### config.mk
export PLATFORM = sky130hd
export DESIGN_NAME = obstacle_avoid_drive_controller_unit
export DESIGN_NICKNAME = d
export VERILOG_FILES = /design/src/rtl/oadc_pkg.sv /design/src/rtl/oadc_cfg_regs.sv /design/src/rtl/oadc_engine.sv /design/src/rtl/obstacle_avoid_drive_controller_unit.sv
export SDC_FILE = /design/constraint.sdc
export NUM_CORES = 1
export LEC_CHECK = 0
export BUFFER_PORTS_ARGS = -buffer_cell sky130_fd_sc_hd__buf_2
export CAP_MARGIN = 20
export CORE_UTILIZATION = 40
export DETAILED_ROUTE_END_ITERATION = 12
export GPL_ROUTABILITY_DRIVEN = 0
export PLACE_DENSITY_LB_ADDON = 0.3
export SYNTH_ARGS = -nofsm -noshare
export SYNTH_HDL_FRONTEND = slang
export SYNTH_SLANG_ARGS = --single-unit
### constraint.sdc
create_clock -name clk -period 20.7 [get_ports clk]
set_input_delay 6.21 -clock clk [delete_from_list [all_inputs] [get_ports clk]]
set_output_delay 6.21 -clock clk [all_outputs]
set_load 0.02 [all_outputs]
### src/rtl/oadc_pkg.sv
package oadc_pkg;

  // Field widths
  localparam int unsigned DistW   = 9;
  localparam int unsigned CmdW    = 8;
  localparam int unsigned MsW     = 16;
  localparam int unsigned SpeedW  = 10;
  localparam int unsigned TimeW   = 32;
  localparam int unsigned ActW    = 3;
  localparam int unsigned ModeW   = 2;
  localparam int unsigned CfgIdxW = 3;
  localparam int unsigned CfgDatW = 16;

  // Packed stream widths, rounded up to whole bytes
  localparam int unsigned InDataW  = 40;
  localparam int unsigned OutDataW = 16;

  // Reset values
  localparam logic [DistW-1:0]  RST_OBSTACLE = DistW'(10);
  localparam logic [DistW-1:0]  RST_CORNER   = DistW'(12);
  localparam logic [MsW-1:0]    RST_REVERSE  = MsW'(2000);
  localparam logic [MsW-1:0]    RST_RELEASE  = MsW'(3000);
  localparam logic [SpeedW-1:0] RST_CRUISE   = SpeedW'(500);
  localparam logic [SpeedW-1:0] RST_AVOID    = SpeedW'(600);
  localparam logic [SpeedW-1:0] RST_MTURN    = SpeedW'(700);
  localparam logic [DistW-1:0]  RST_DIST     = DistW'(100);

  // Register indexes
  typedef enum logic [CfgIdxW-1:0] {
    CFG_OBSTACLE = 3'd0,
    CFG_CORNER   = 3'd1,
    CFG_REVERSE  = 3'd2,
    CFG_RELEASE  = 3'd3,
    CFG_CRUISE   = 3'd4,
    CFG_AVOID    = 3'd5,
    CFG_MTURN    = 3'd6
  } cfg_idx_e;

  // Event kinds
  typedef enum logic [ModeW-1:0] {
    MODE_TICK   = 2'd0,
    MODE_DIST   = 2'd1,
    MODE_BUTTON = 2'd2,
    MODE_CMD    = 2'd3
  } mode_e;

  // Motor actions
  typedef enum logic [ActW-1:0] {
    ACT_STOP  = 3'd0,
    ACT_FWD   = 3'd1,
    ACT_BACK  = 3'd2,
    ACT_LEFT  = 3'd3,
    ACT_RIGHT = 3'd4
  } action_e;

  typedef struct packed {
    logic [DistW-1:0]  obstacle_distance;
    logic [DistW-1:0]  corner_distance;
    logic [MsW-1:0]    stuck_reverse_ms;
    logic [MsW-1:0]    stuck_release_ms;
    logic [SpeedW-1:0] cruise_speed;
    logic [SpeedW-1:0] avoid_speed;
    logic [SpeedW-1:0] manual_turn_speed;
  } cfg_t;

  typedef struct packed {
    mode_e            mode;
    logic [DistW-1:0] left_cm;
    logic [DistW-1:0] front_cm;
    logic [DistW-1:0] right_cm;
    logic [CmdW-1:0]  command_byte;
  } item_t;

  typedef struct packed {
    action_e           motor_action;
    logic [SpeedW-1:0] motor_speed;
  } result_t;

endpackage

### src/rtl/oadc_cfg_regs.sv
module oadc_cfg_regs
  import oadc_pkg::*;
(
  input  logic               clk,
  input  logic               rst_n,
  input  logic               wr_en,
  input  logic [CfgIdxW-1:0] wr_index,
  input  logic [CfgDatW-1:0] wr_data,
  output cfg_t               cfg
);

  cfg_t cfg_r;
  cfg_t cfg_nxt;

  // Decode the write; indexes past the list leave everything as is
  always_comb begin
    cfg_nxt = cfg_r;
    if (wr_en) begin
      case (wr_index)
        CFG_OBSTACLE: cfg_nxt.obstacle_distance = wr_data[DistW-1:0];
        CFG_CORNER:   cfg_nxt.corner_distance   = wr_data[DistW-1:0];
        CFG_REVERSE:  cfg_nxt.stuck_reverse_ms  = wr_data[MsW-1:0];
        CFG_RELEASE:  cfg_nxt.stuck_release_ms  = wr_data[MsW-1:0];
        CFG_CRUISE:   cfg_nxt.cruise_speed      = wr_data[SpeedW-1:0];
        CFG_AVOID:    cfg_nxt.avoid_speed       = wr_data[SpeedW-1:0];
        CFG_MTURN:    cfg_nxt.manual_turn_speed = wr_data[SpeedW-1:0];
        default:      cfg_nxt = cfg_r;
      endcase
    end
  end

  always_ff @(posedge clk) begin
    if (!rst_n) begin
      cfg_r.obstacle_distance <= RST_OBSTACLE;
      cfg_r.corner_distance   <= RST_CORNER;
      cfg_r.stuck_reverse_ms  <= RST_REVERSE;
      cfg_r.stuck_release_ms  <= RST_RELEASE;
      cfg_r.cruise_speed      <= RST_CRUISE;
      cfg_r.avoid_speed       <= RST_AVOID;
      cfg_r.manual_turn_speed <= RST_MTURN;
    end else begin
      cfg_r <= cfg_nxt;
    end
  end

  assign cfg = cfg_r;

endmodule

### src/rtl/oadc_engine.sv
module oadc_engine
  import oadc_pkg::*;
(
  input  logic    clk,
  input  logic    rst_n,
  input  logic    fire,
  input  item_t   item,
  input  cfg_t    cfg,
  output logic    res_valid,
  output result_t res
);

  // Controller state
  logic [TimeW-1:0] time_r, time_nxt;
  logic [DistW-1:0] left_r, left_nxt;
  logic [DistW-1:0] front_r, front_nxt;
  logic [DistW-1:0] right_r, right_nxt;
  logic             auto_r, auto_nxt;
  logic [CmdW-1:0]  cmd_r, cmd_nxt;
  logic             stuck_r, stuck_nxt;
  logic [TimeW-1:0] begin_r, begin_nxt;

  // Auto-mode decision terms
  logic             fb, lb, rb, blocked, cornered;
  logic [TimeW-1:0] elapsed;
  logic             escape;
  logic             auto_stuck_nxt;
  logic [TimeW-1:0] auto_begin_nxt;
  result_t          auto_res;

  // Manual decode terms
  logic             man_valid;
  result_t          man_res;

  always_comb begin
    // State as seen by this transaction (updates apply first)
    time_nxt  = (item.mode == MODE_TICK) ? time_r + TimeW'(1) : time_r;
    left_nxt  = (item.mode == MODE_DIST) ? item.left_cm  : left_r;
    front_nxt = (item.mode == MODE_DIST) ? item.front_cm : front_r;
    right_nxt = (item.mode == MODE_DIST) ? item.right_cm : right_r;
    cmd_nxt   = (item.mode == MODE_CMD)  ? item.command_byte : cmd_r;

    // Blocked sides and stuck tracking
    fb       = front_nxt <= cfg.obstacle_distance;
    lb       = left_nxt  <= cfg.obstacle_distance;
    rb       = right_nxt <= cfg.obstacle_distance;
    blocked  = fb || lb || rb;
    cornered = (left_nxt <= cfg.corner_distance) && (right_nxt <= cfg.corner_distance);

    auto_begin_nxt = (blocked && !stuck_r) ? time_nxt : begin_r;
    elapsed        = time_nxt - auto_begin_nxt;
    escape         = blocked && (elapsed >= TimeW'(cfg.stuck_reverse_ms));
    auto_stuck_nxt = blocked;
    if (escape && (elapsed >= TimeW'(cfg.stuck_release_ms))) begin
      auto_stuck_nxt = 1'b0;
    end

    // Prioritized avoidance rules
    auto_res.motor_speed = cfg.avoid_speed;
    if (escape || cornered) begin
      auto_res.motor_action = ACT_BACK;
    end else if (fb && lb) begin
      auto_res.motor_action = ACT_RIGHT;
    end else if (fb && rb) begin
      auto_res.motor_action = ACT_LEFT;
    end else if (fb) begin
      auto_res.motor_action = (left_nxt > right_nxt) ? ACT_LEFT : ACT_RIGHT;
    end else if (lb) begin
      auto_res.motor_action = ACT_RIGHT;
    end else if (rb) begin
      auto_res.motor_action = ACT_LEFT;
    end else begin
      auto_res.motor_action = ACT_FWD;
      auto_res.motor_speed  = cfg.cruise_speed;
    end

    // Manual command decode, either case
    man_valid           = 1'b1;
    man_res.motor_speed = cfg.cruise_speed;
    case (cmd_nxt)
      "F", "f": man_res.motor_action = ACT_FWD;
      "B", "b": man_res.motor_action = ACT_BACK;
      "L", "l": begin
        man_res.motor_action = ACT_LEFT;
        man_res.motor_speed  = cfg.manual_turn_speed;
      end
      "R", "r": begin
        man_res.motor_action = ACT_RIGHT;
        man_res.motor_speed  = cfg.manual_turn_speed;
      end
      "S", "s": begin
        man_res.motor_action = ACT_STOP;
        man_res.motor_speed  = '0;
      end
      default: begin
        man_valid            = 1'b0;
        man_res.motor_action = ACT_STOP;
        man_res.motor_speed  = '0;
      end
    endcase

    // Per-event outcome
    auto_nxt  = auto_r;
    stuck_nxt = stuck_r;
    begin_nxt = begin_r;
    res_valid = 1'b0;
    res       = man_res;
    case (item.mode)
      MODE_TICK, MODE_DIST: begin
        if (auto_r) begin
          stuck_nxt = auto_stuck_nxt;
          begin_nxt = auto_begin_nxt;
          res_valid = 1'b1;
          res       = auto_res;
        end else if (item.mode == MODE_TICK) begin
          res_valid = man_valid;
        end
      end
      MODE_BUTTON: begin
        auto_nxt = !auto_r;
        if (auto_r) begin
          res_valid        = 1'b1;
          res.motor_action = ACT_STOP;
          res.motor_speed  = '0;
        end
      end
      MODE_CMD: res_valid = !auto_r && man_valid;
      default: res_valid = 1'b0;
    endcase
  end

  always_ff @(posedge clk) begin
    if (!rst_n) begin
      time_r  <= '0;
      left_r  <= RST_DIST;
      front_r <= RST_DIST;
      right_r <= RST_DIST;
      auto_r  <= 1'b0;
      cmd_r   <= '0;
      stuck_r <= 1'b0;
      begin_r <= '0;
    end else if (fire) begin
      time_r  <= time_nxt;
      left_r  <= left_nxt;
      front_r <= front_nxt;
      right_r <= right_nxt;
      auto_r  <= auto_nxt;
      cmd_r   <= cmd_nxt;
      stuck_r <= stuck_nxt;
      begin_r <= begin_nxt;
    end
  end

endmodule

### src/rtl/obstacle_avoid_drive_controller_unit.sv
// Drive controller for a two-wheel car. Each input transaction is one event
// (1 ms tick, distance update, auto button, remote command byte); it is
// captured in an input register, decided against the controller state and,
// when it yields a command, placed in the output register. One transaction
// is taken every cycle as long as the output register is free or being
// drained; the decision (stuck timer subtract and distance compares) is
// combinational. Configuration writes are taken at any time (cfg_ready is
// always high) and must only be issued while the block is idle.
module obstacle_avoid_drive_controller_unit
  import oadc_pkg::*;
(
  input  logic                clk,
  input  logic                rst_n,
  // Input events
  input  logic                in_tvalid,
  output logic                in_tready,
  input  logic [InDataW-1:0]  in_tdata,   // left_cm, front_cm, right_cm, command_byte
  input  logic [ModeW-1:0]    in_tuser,   // mode
  // Motor commands
  output logic                out_tvalid,
  input  logic                out_tready,
  output logic [OutDataW-1:0] out_tdata,  // motor_action, motor_speed
  // Configuration writes
  input  logic                cfg_valid,
  output logic                cfg_ready,
  input  logic [CfgIdxW-1:0]  cfg_index,
  input  logic [CfgDatW-1:0]  cfg_data
);

  cfg_t    cfg;
  item_t   item_r;
  logic    in_valid_r;
  logic    out_valid_r;
  result_t out_r;
  logic    advance;
  logic    res_valid;
  result_t res;

  assign cfg_ready = 1'b1;

  oadc_cfg_regs u_cfg (
    .clk      (clk),
    .rst_n    (rst_n),
    .wr_en    (cfg_valid),
    .wr_index (cfg_index),
    .wr_data  (cfg_data),
    .cfg      (cfg)
  );

  // Item moves on when the output register can take its result
  assign advance   = in_valid_r && (!out_valid_r || out_tready);
  assign in_tready = !in_valid_r || advance;

  // Input register
  always_ff @(posedge clk) begin
    if (!rst_n) begin
      in_valid_r <= 1'b0;
    end else if (in_tready) begin
      in_valid_r <= in_tvalid;
    end
  end

  always_ff @(posedge clk) begin
    if (in_tvalid && in_tready) begin
      item_r.mode         <= mode_e'(in_tuser);
      item_r.left_cm      <= in_tdata[8:0];
      item_r.front_cm     <= in_tdata[17:9];
      item_r.right_cm     <= in_tdata[26:18];
      item_r.command_byte <= in_tdata[34:27];
    end
  end

  oadc_engine u_engine (
    .clk       (clk),
    .rst_n     (rst_n),
    .fire      (advance),
    .item      (item_r),
    .cfg       (cfg),
    .res_valid (res_valid),
    .res       (res)
  );

  // Output register
  always_ff @(posedge clk) begin
    if (!rst_n) begin
      out_valid_r <= 1'b0;
    end else if (advance && res_valid) begin
      out_valid_r <= 1'b1;
    end else if (out_tready) begin
      out_valid_r <= 1'b0;
    end
  end

  always_ff @(posedge clk) begin
    if (advance && res_valid) begin
      out_r <= res;
    end
  end

  assign out_tvalid = out_valid_r;
  assign out_tdata  = {3'b000, out_r.motor_speed, out_r.motor_action};

endmodule
**Word level (Yosys, flattened, before mapping)**

Index checks and enable logic that the tools add are counted.

- Register bits after elaboration: 233
- Bits of input ports: 66
- Output and inout port bits: 19

- Add/sub/neg operators: 2
- Order comparisons: 8
- Eq/ne operators: 19
- Multiplexer cells: 32
- Reductions and logical operators: 39

Operators by type and width:

| cell | number |
|---|---|
| $eq 8x7->1 const B | 10 |
| $ge 32x16->1 | 2 |
| $mux 32 | 2 |
| $mux 10 | 6 |
| $le 9x9->1 | 5 |
| $add 32x1->32 const B | 1 |
| $sub 32x32->32 | 1 |
| $mux 9 | 3 |
| $mux 13 | 2 |
| $pmux 13 s2 | 1 |
| $pmux 10 s2 | 1 |
| $mux 3 | 6 |
| $reduce_and 2->1 | 8 |
| $pmux 3 s4 | 1 |
| $logic_and 1x1->1 | 10 |
| $reduce_or 10->1 | 1 |
| $reduce_or 2->1 | 5 |
| $eq 3x3->1 const B | 3 |
| $gt 9x9->1 | 1 |
| $mux 8 | 1 |
| $reduce_or 4->1 | 2 |
| $mux 1 | 7 |
| $eq 3x2->1 const B | 2 |
| $logic_or 1x1->1 | 5 |
| 10 further kinds | 14 |

**Longest topological paths before layout**

- Word-level depth: 14
- Gate-level depth with buffers: 38
- Mapped depth without buffers: 33

**Cells and area by module**

A second synthesis with hierarchy kept.

- Cell total of the unflattened synthesis: 1672
- Area total of the unflattened synthesis: 15077.0 µm²

By module, submodules not included:

| module | instances | cells an instance | area an instance (µm²) | seq. area each (µm²) |
|---|---|---|---|---|
| oadc_engine | 1 | 1306 | 10317.4 | 2001.9 |
| oadc_cfg_regs | 1 | 297 | 3108.0 | 1601.5 |
| obstacle_avoid_drive_controller_unit | 1 | 69 | 1651.6 | 1541.5 |

**Worst setup path after synthesis**

No wires, ideal clock.

- Path type: input -> output
- Start point: in out_tready
- End point: out in_tready
- Arrival time: 6.605 ns
- Required time: 14.490 ns
- Path slack: 7.885 ns
- Cell stages on the path: 2
- Buffers on the path: 0
- Path through: nor2b_1 nand2_1

- Word-level cells in the longest chain between the ends: 3

RTL lines:

| element | line | source |
|---|---|---|
| start, declared | obstacle_avoid_drive_controller_unit.sv:21 | `input logic out_tready,` |
| $logic_or 1x1->1 | obstacle_avoid_drive_controller_unit.sv:51 | `assign advance = in_valid_r && (!out_valid_r \|\| out_tready);` |
| $logic_and 1x1->1 | obstacle_avoid_drive_controller_unit.sv:51 |  |
| $logic_or 1x1->1 | obstacle_avoid_drive_controller_unit.sv:52 | `assign in_tready = !in_valid_r \|\| advance;` |
| end, declared | obstacle_avoid_drive_controller_unit.sv:16 | `output logic in_tready,` |

Every way passes these cells.

**Final worst setup path**

Same ends and word-level chain as after synthesis.

==> impl_results.md <==
* # setup viols final at 0
* WL/cell at ~17 um
* Cell variety after synth at 97
* Area leader, netlist: dfxtp_1
* Routed vias/inst at 5.630
* Main synth FF type: dfxtp_1
* Vias at between 10000 and 15000
* Post-Synthesis Cells at 1860
* Unrepaired setup endpoints after global routing: no
* H-Tree Depth at 1
* Worst Path Required at about 14 ns
* Total power at 1.239 mW
* Initial antenna violation count at 0
* Ys async rst share at 0%
* CTS Sinks at 231
* Drt pass-1 iters at 5
* Setup Buffers After CTS at 0
* Critical path launch point: out_tready
* F_max at 0.07601 GHz
* Worst path most repeated cell: buf_2
* Area share of the largest cell type after synthesis at between 20% and 30%
* Gr ovfl total at 0
* Routed Antenna Nets at 0
* Share of cells above drive strength 1 at 9.757%
* Worst clock skew at 0.02394 ns
* First-iteration detailed-routing DRC count at 829
* Post-synth EDFFs at 49
* Die area at just under 40000 um^2
* CTS tree: yes
* Initial Utilization at 41.00%
* Maximum root-to-sink buffer count at 3
* Pin count of the biggest net entering global routing at 83
* Max stage delay on crit path at ~0.33 ns
* Arr. time, crit path at 6.95 ns
* Hold Buf Count CTS at 0
* Power Dens Cells at 73.75 nW/um^2
* Max Cap Viol at 0
* Warnings from Yosys at 0
* Slowest CP cell: nor2b_1
* Fin Setup TNS at 0 ns
* Startpoint types: primary input
* Final Max Tran Viols at 0
* Sequential share of the synthesized area at 33.76%
* Core box area at about 37000 um^2
* RR Startpoint: item_r[35]
* First-pass GRT wire length at 68.03 mm
* Worst path cell trace: buf_2 -> nor2b_1 -> nand2_1 -> buf_2
* Final #Nets at 2051
* Dominant cells by area after synthesis: dfxtp_1, edfxtp_1, ha_1, nand2_1, a21oi_1
* Final hold vios at 0
* Residual DRC at 0
* Number of top-level pins at 85
* TritonCTS Buffers at 26
* DP HPWL at 30.37 mm
* Least-Margin Pin Slew at 0.9894 ns
* Area grow syn2layout at 10.86%
* Hold path start: u_engine.left_r[4]
* Root Buffer: clkbuf_16
* Clock Latency Late Sink at around 0.56 ns
* Setup ws final at 7.544 ns
* WL final at 41.61 mm
* Vias in the first global route at 13100
* Most frequent cell after synthesis: nand2_1
* Slew margin rel. at 34.04%
* PortBufs at 74
* Crit end category: output pin
* Die height at 196.6 um
* Top cells by count, synth: nand2_1, dfxtp_1, nor2_1, a21oi_1, ha_1
* Status: finished, final reports clean
* Rows at 70
* Yosys reg bits at 231
* Worst VDD drop at 0.06952 mV
* Crit path time final at 13.16 ns
* Die X-Extent at 196.6 um
* Antenna fix cells at 0
* Pleak at 6.927 nW
* Post-CTS sizing at 0
* Syn Std Cell Area at ~15000 um^2
* Worst Hold Class: flop to flop
* Crit path kind: primary input to output pin
* Syn avg cell area at 8.146 um^2
* Pre-CTS setup slack at 7.544 ns
* Final design utilization at 45.45%
* Final worst path period share at a little under two thirds
* Worst Path Max Fanout at 5
* Gr usage total at 21.63%
* Reg clk slew, reported paths at roughly 0.06 ns
routing by layer:
metal	track usage [%]	up-vias	routed length [um]
met5	0	-	0
met2	37.54	364	19870
met4	6.517	0	1249
li1	-	6646	-
met3	3.063	76	1929
met1	27.75	6426	18570
power breakdown:
part / switching, mW / internal [mW]
combinational: 0.155 / 0.103
clock: 0.193 / 0.306
sequential: 0.00808 / 0.474
total: 0.356 / 0.883
worst paths after layout:
path                            cells past startpoint            endpoint  slack, ns
worst min register to register                      2  u_engine.left_r[4]       0.45
worst max-delay path                                4           in_tready       7.54
worst min-delay path                                2  u_engine.left_r[4]       0.45
worst max register to register                     26        out_tdata[1]      11.63
per-stage QoR:
stage                     area (um^2)  hold WS [ns]  instances
final                           16800        0.4540       2400
after global routing            16800        0.4755       2400
after CTS                       16790        0.4555       2399
after detailed placement        15880        0.4469       2351
after global placement          15870        0.4399       2350
after floorplan                 15160        0.4311       1862
area by class of cell:
type                    instances  area, um^2
flip-flops and latches        231        5115
well taps                     504       630.6
fillers                      3700       20160
multi-input cells            1442        9330
clock buffers                  33       718.2
repair buffers                 89       480.5
inverters                      86       324.1
clock inverters                15       198.9
sequential cells by signal, indices dropped and copies added (netlist names), 9 cells and up:
register / cells
u_cfg.cfg: 80
item_r: 36
u_engine.time_r: 32
u_engine.front_r: 9
u_engine.begin_r: 32
u_engine.left_r: 9
u_engine.right_r: 9
out_tdata: 13
cell usage in the layout, fill, tap and decap left out, drive strengths merged, types with 9 or more instances in the layout:
cell type,netlist,final
nor3,35,35
mux2i,48,48
o21bai,9,9
clkinv,0,11
nor4,16,16
a21o,20,20
o211ai,25,25
buf,20,89
clkbuf,83,33
a31oi,19,19
nand4,33,33
xor2,31,31
and3,18,18
nor2,168,168
and2,17,17
dfxtp,182,182
or3,14,14
o22ai,12,12
a211oi,32,32
nand2,308,308
xnor2,44,44
nand2b,17,17
nand3,56,56
inv,86,85
mux2,21,21
a21boi,26,26
nor2b,21,21
o21ai,67,67
a21oi,137,137
edfxtp,49,49
o21a,18,18
a22oi,11,11
ha,109,109
cell families (layout without fill, tap and decap cells):
family                     Yosys count  in the layout  synth area share (%)
and+or+nand+nor                    741            741                 23.17
AOI/OAI and AO/OA                  435            435                 18.92
DFF                                231            231                 33.76
buffers and inverters              189            223                 4.889
adders and majority gates          112            112                 9.207
xor gates and xnor gates            81             81                 5.227
muxes                               69             69                 4.781
other                                2              4               0.04956
worst max-delay path, delay by kind of cell:
family | cells | cell delay [ns]
buf+inv | 2 | 0.28
simple gates | 2 | 0.46
Note: power is estimated with default switching activity, not from simulation.
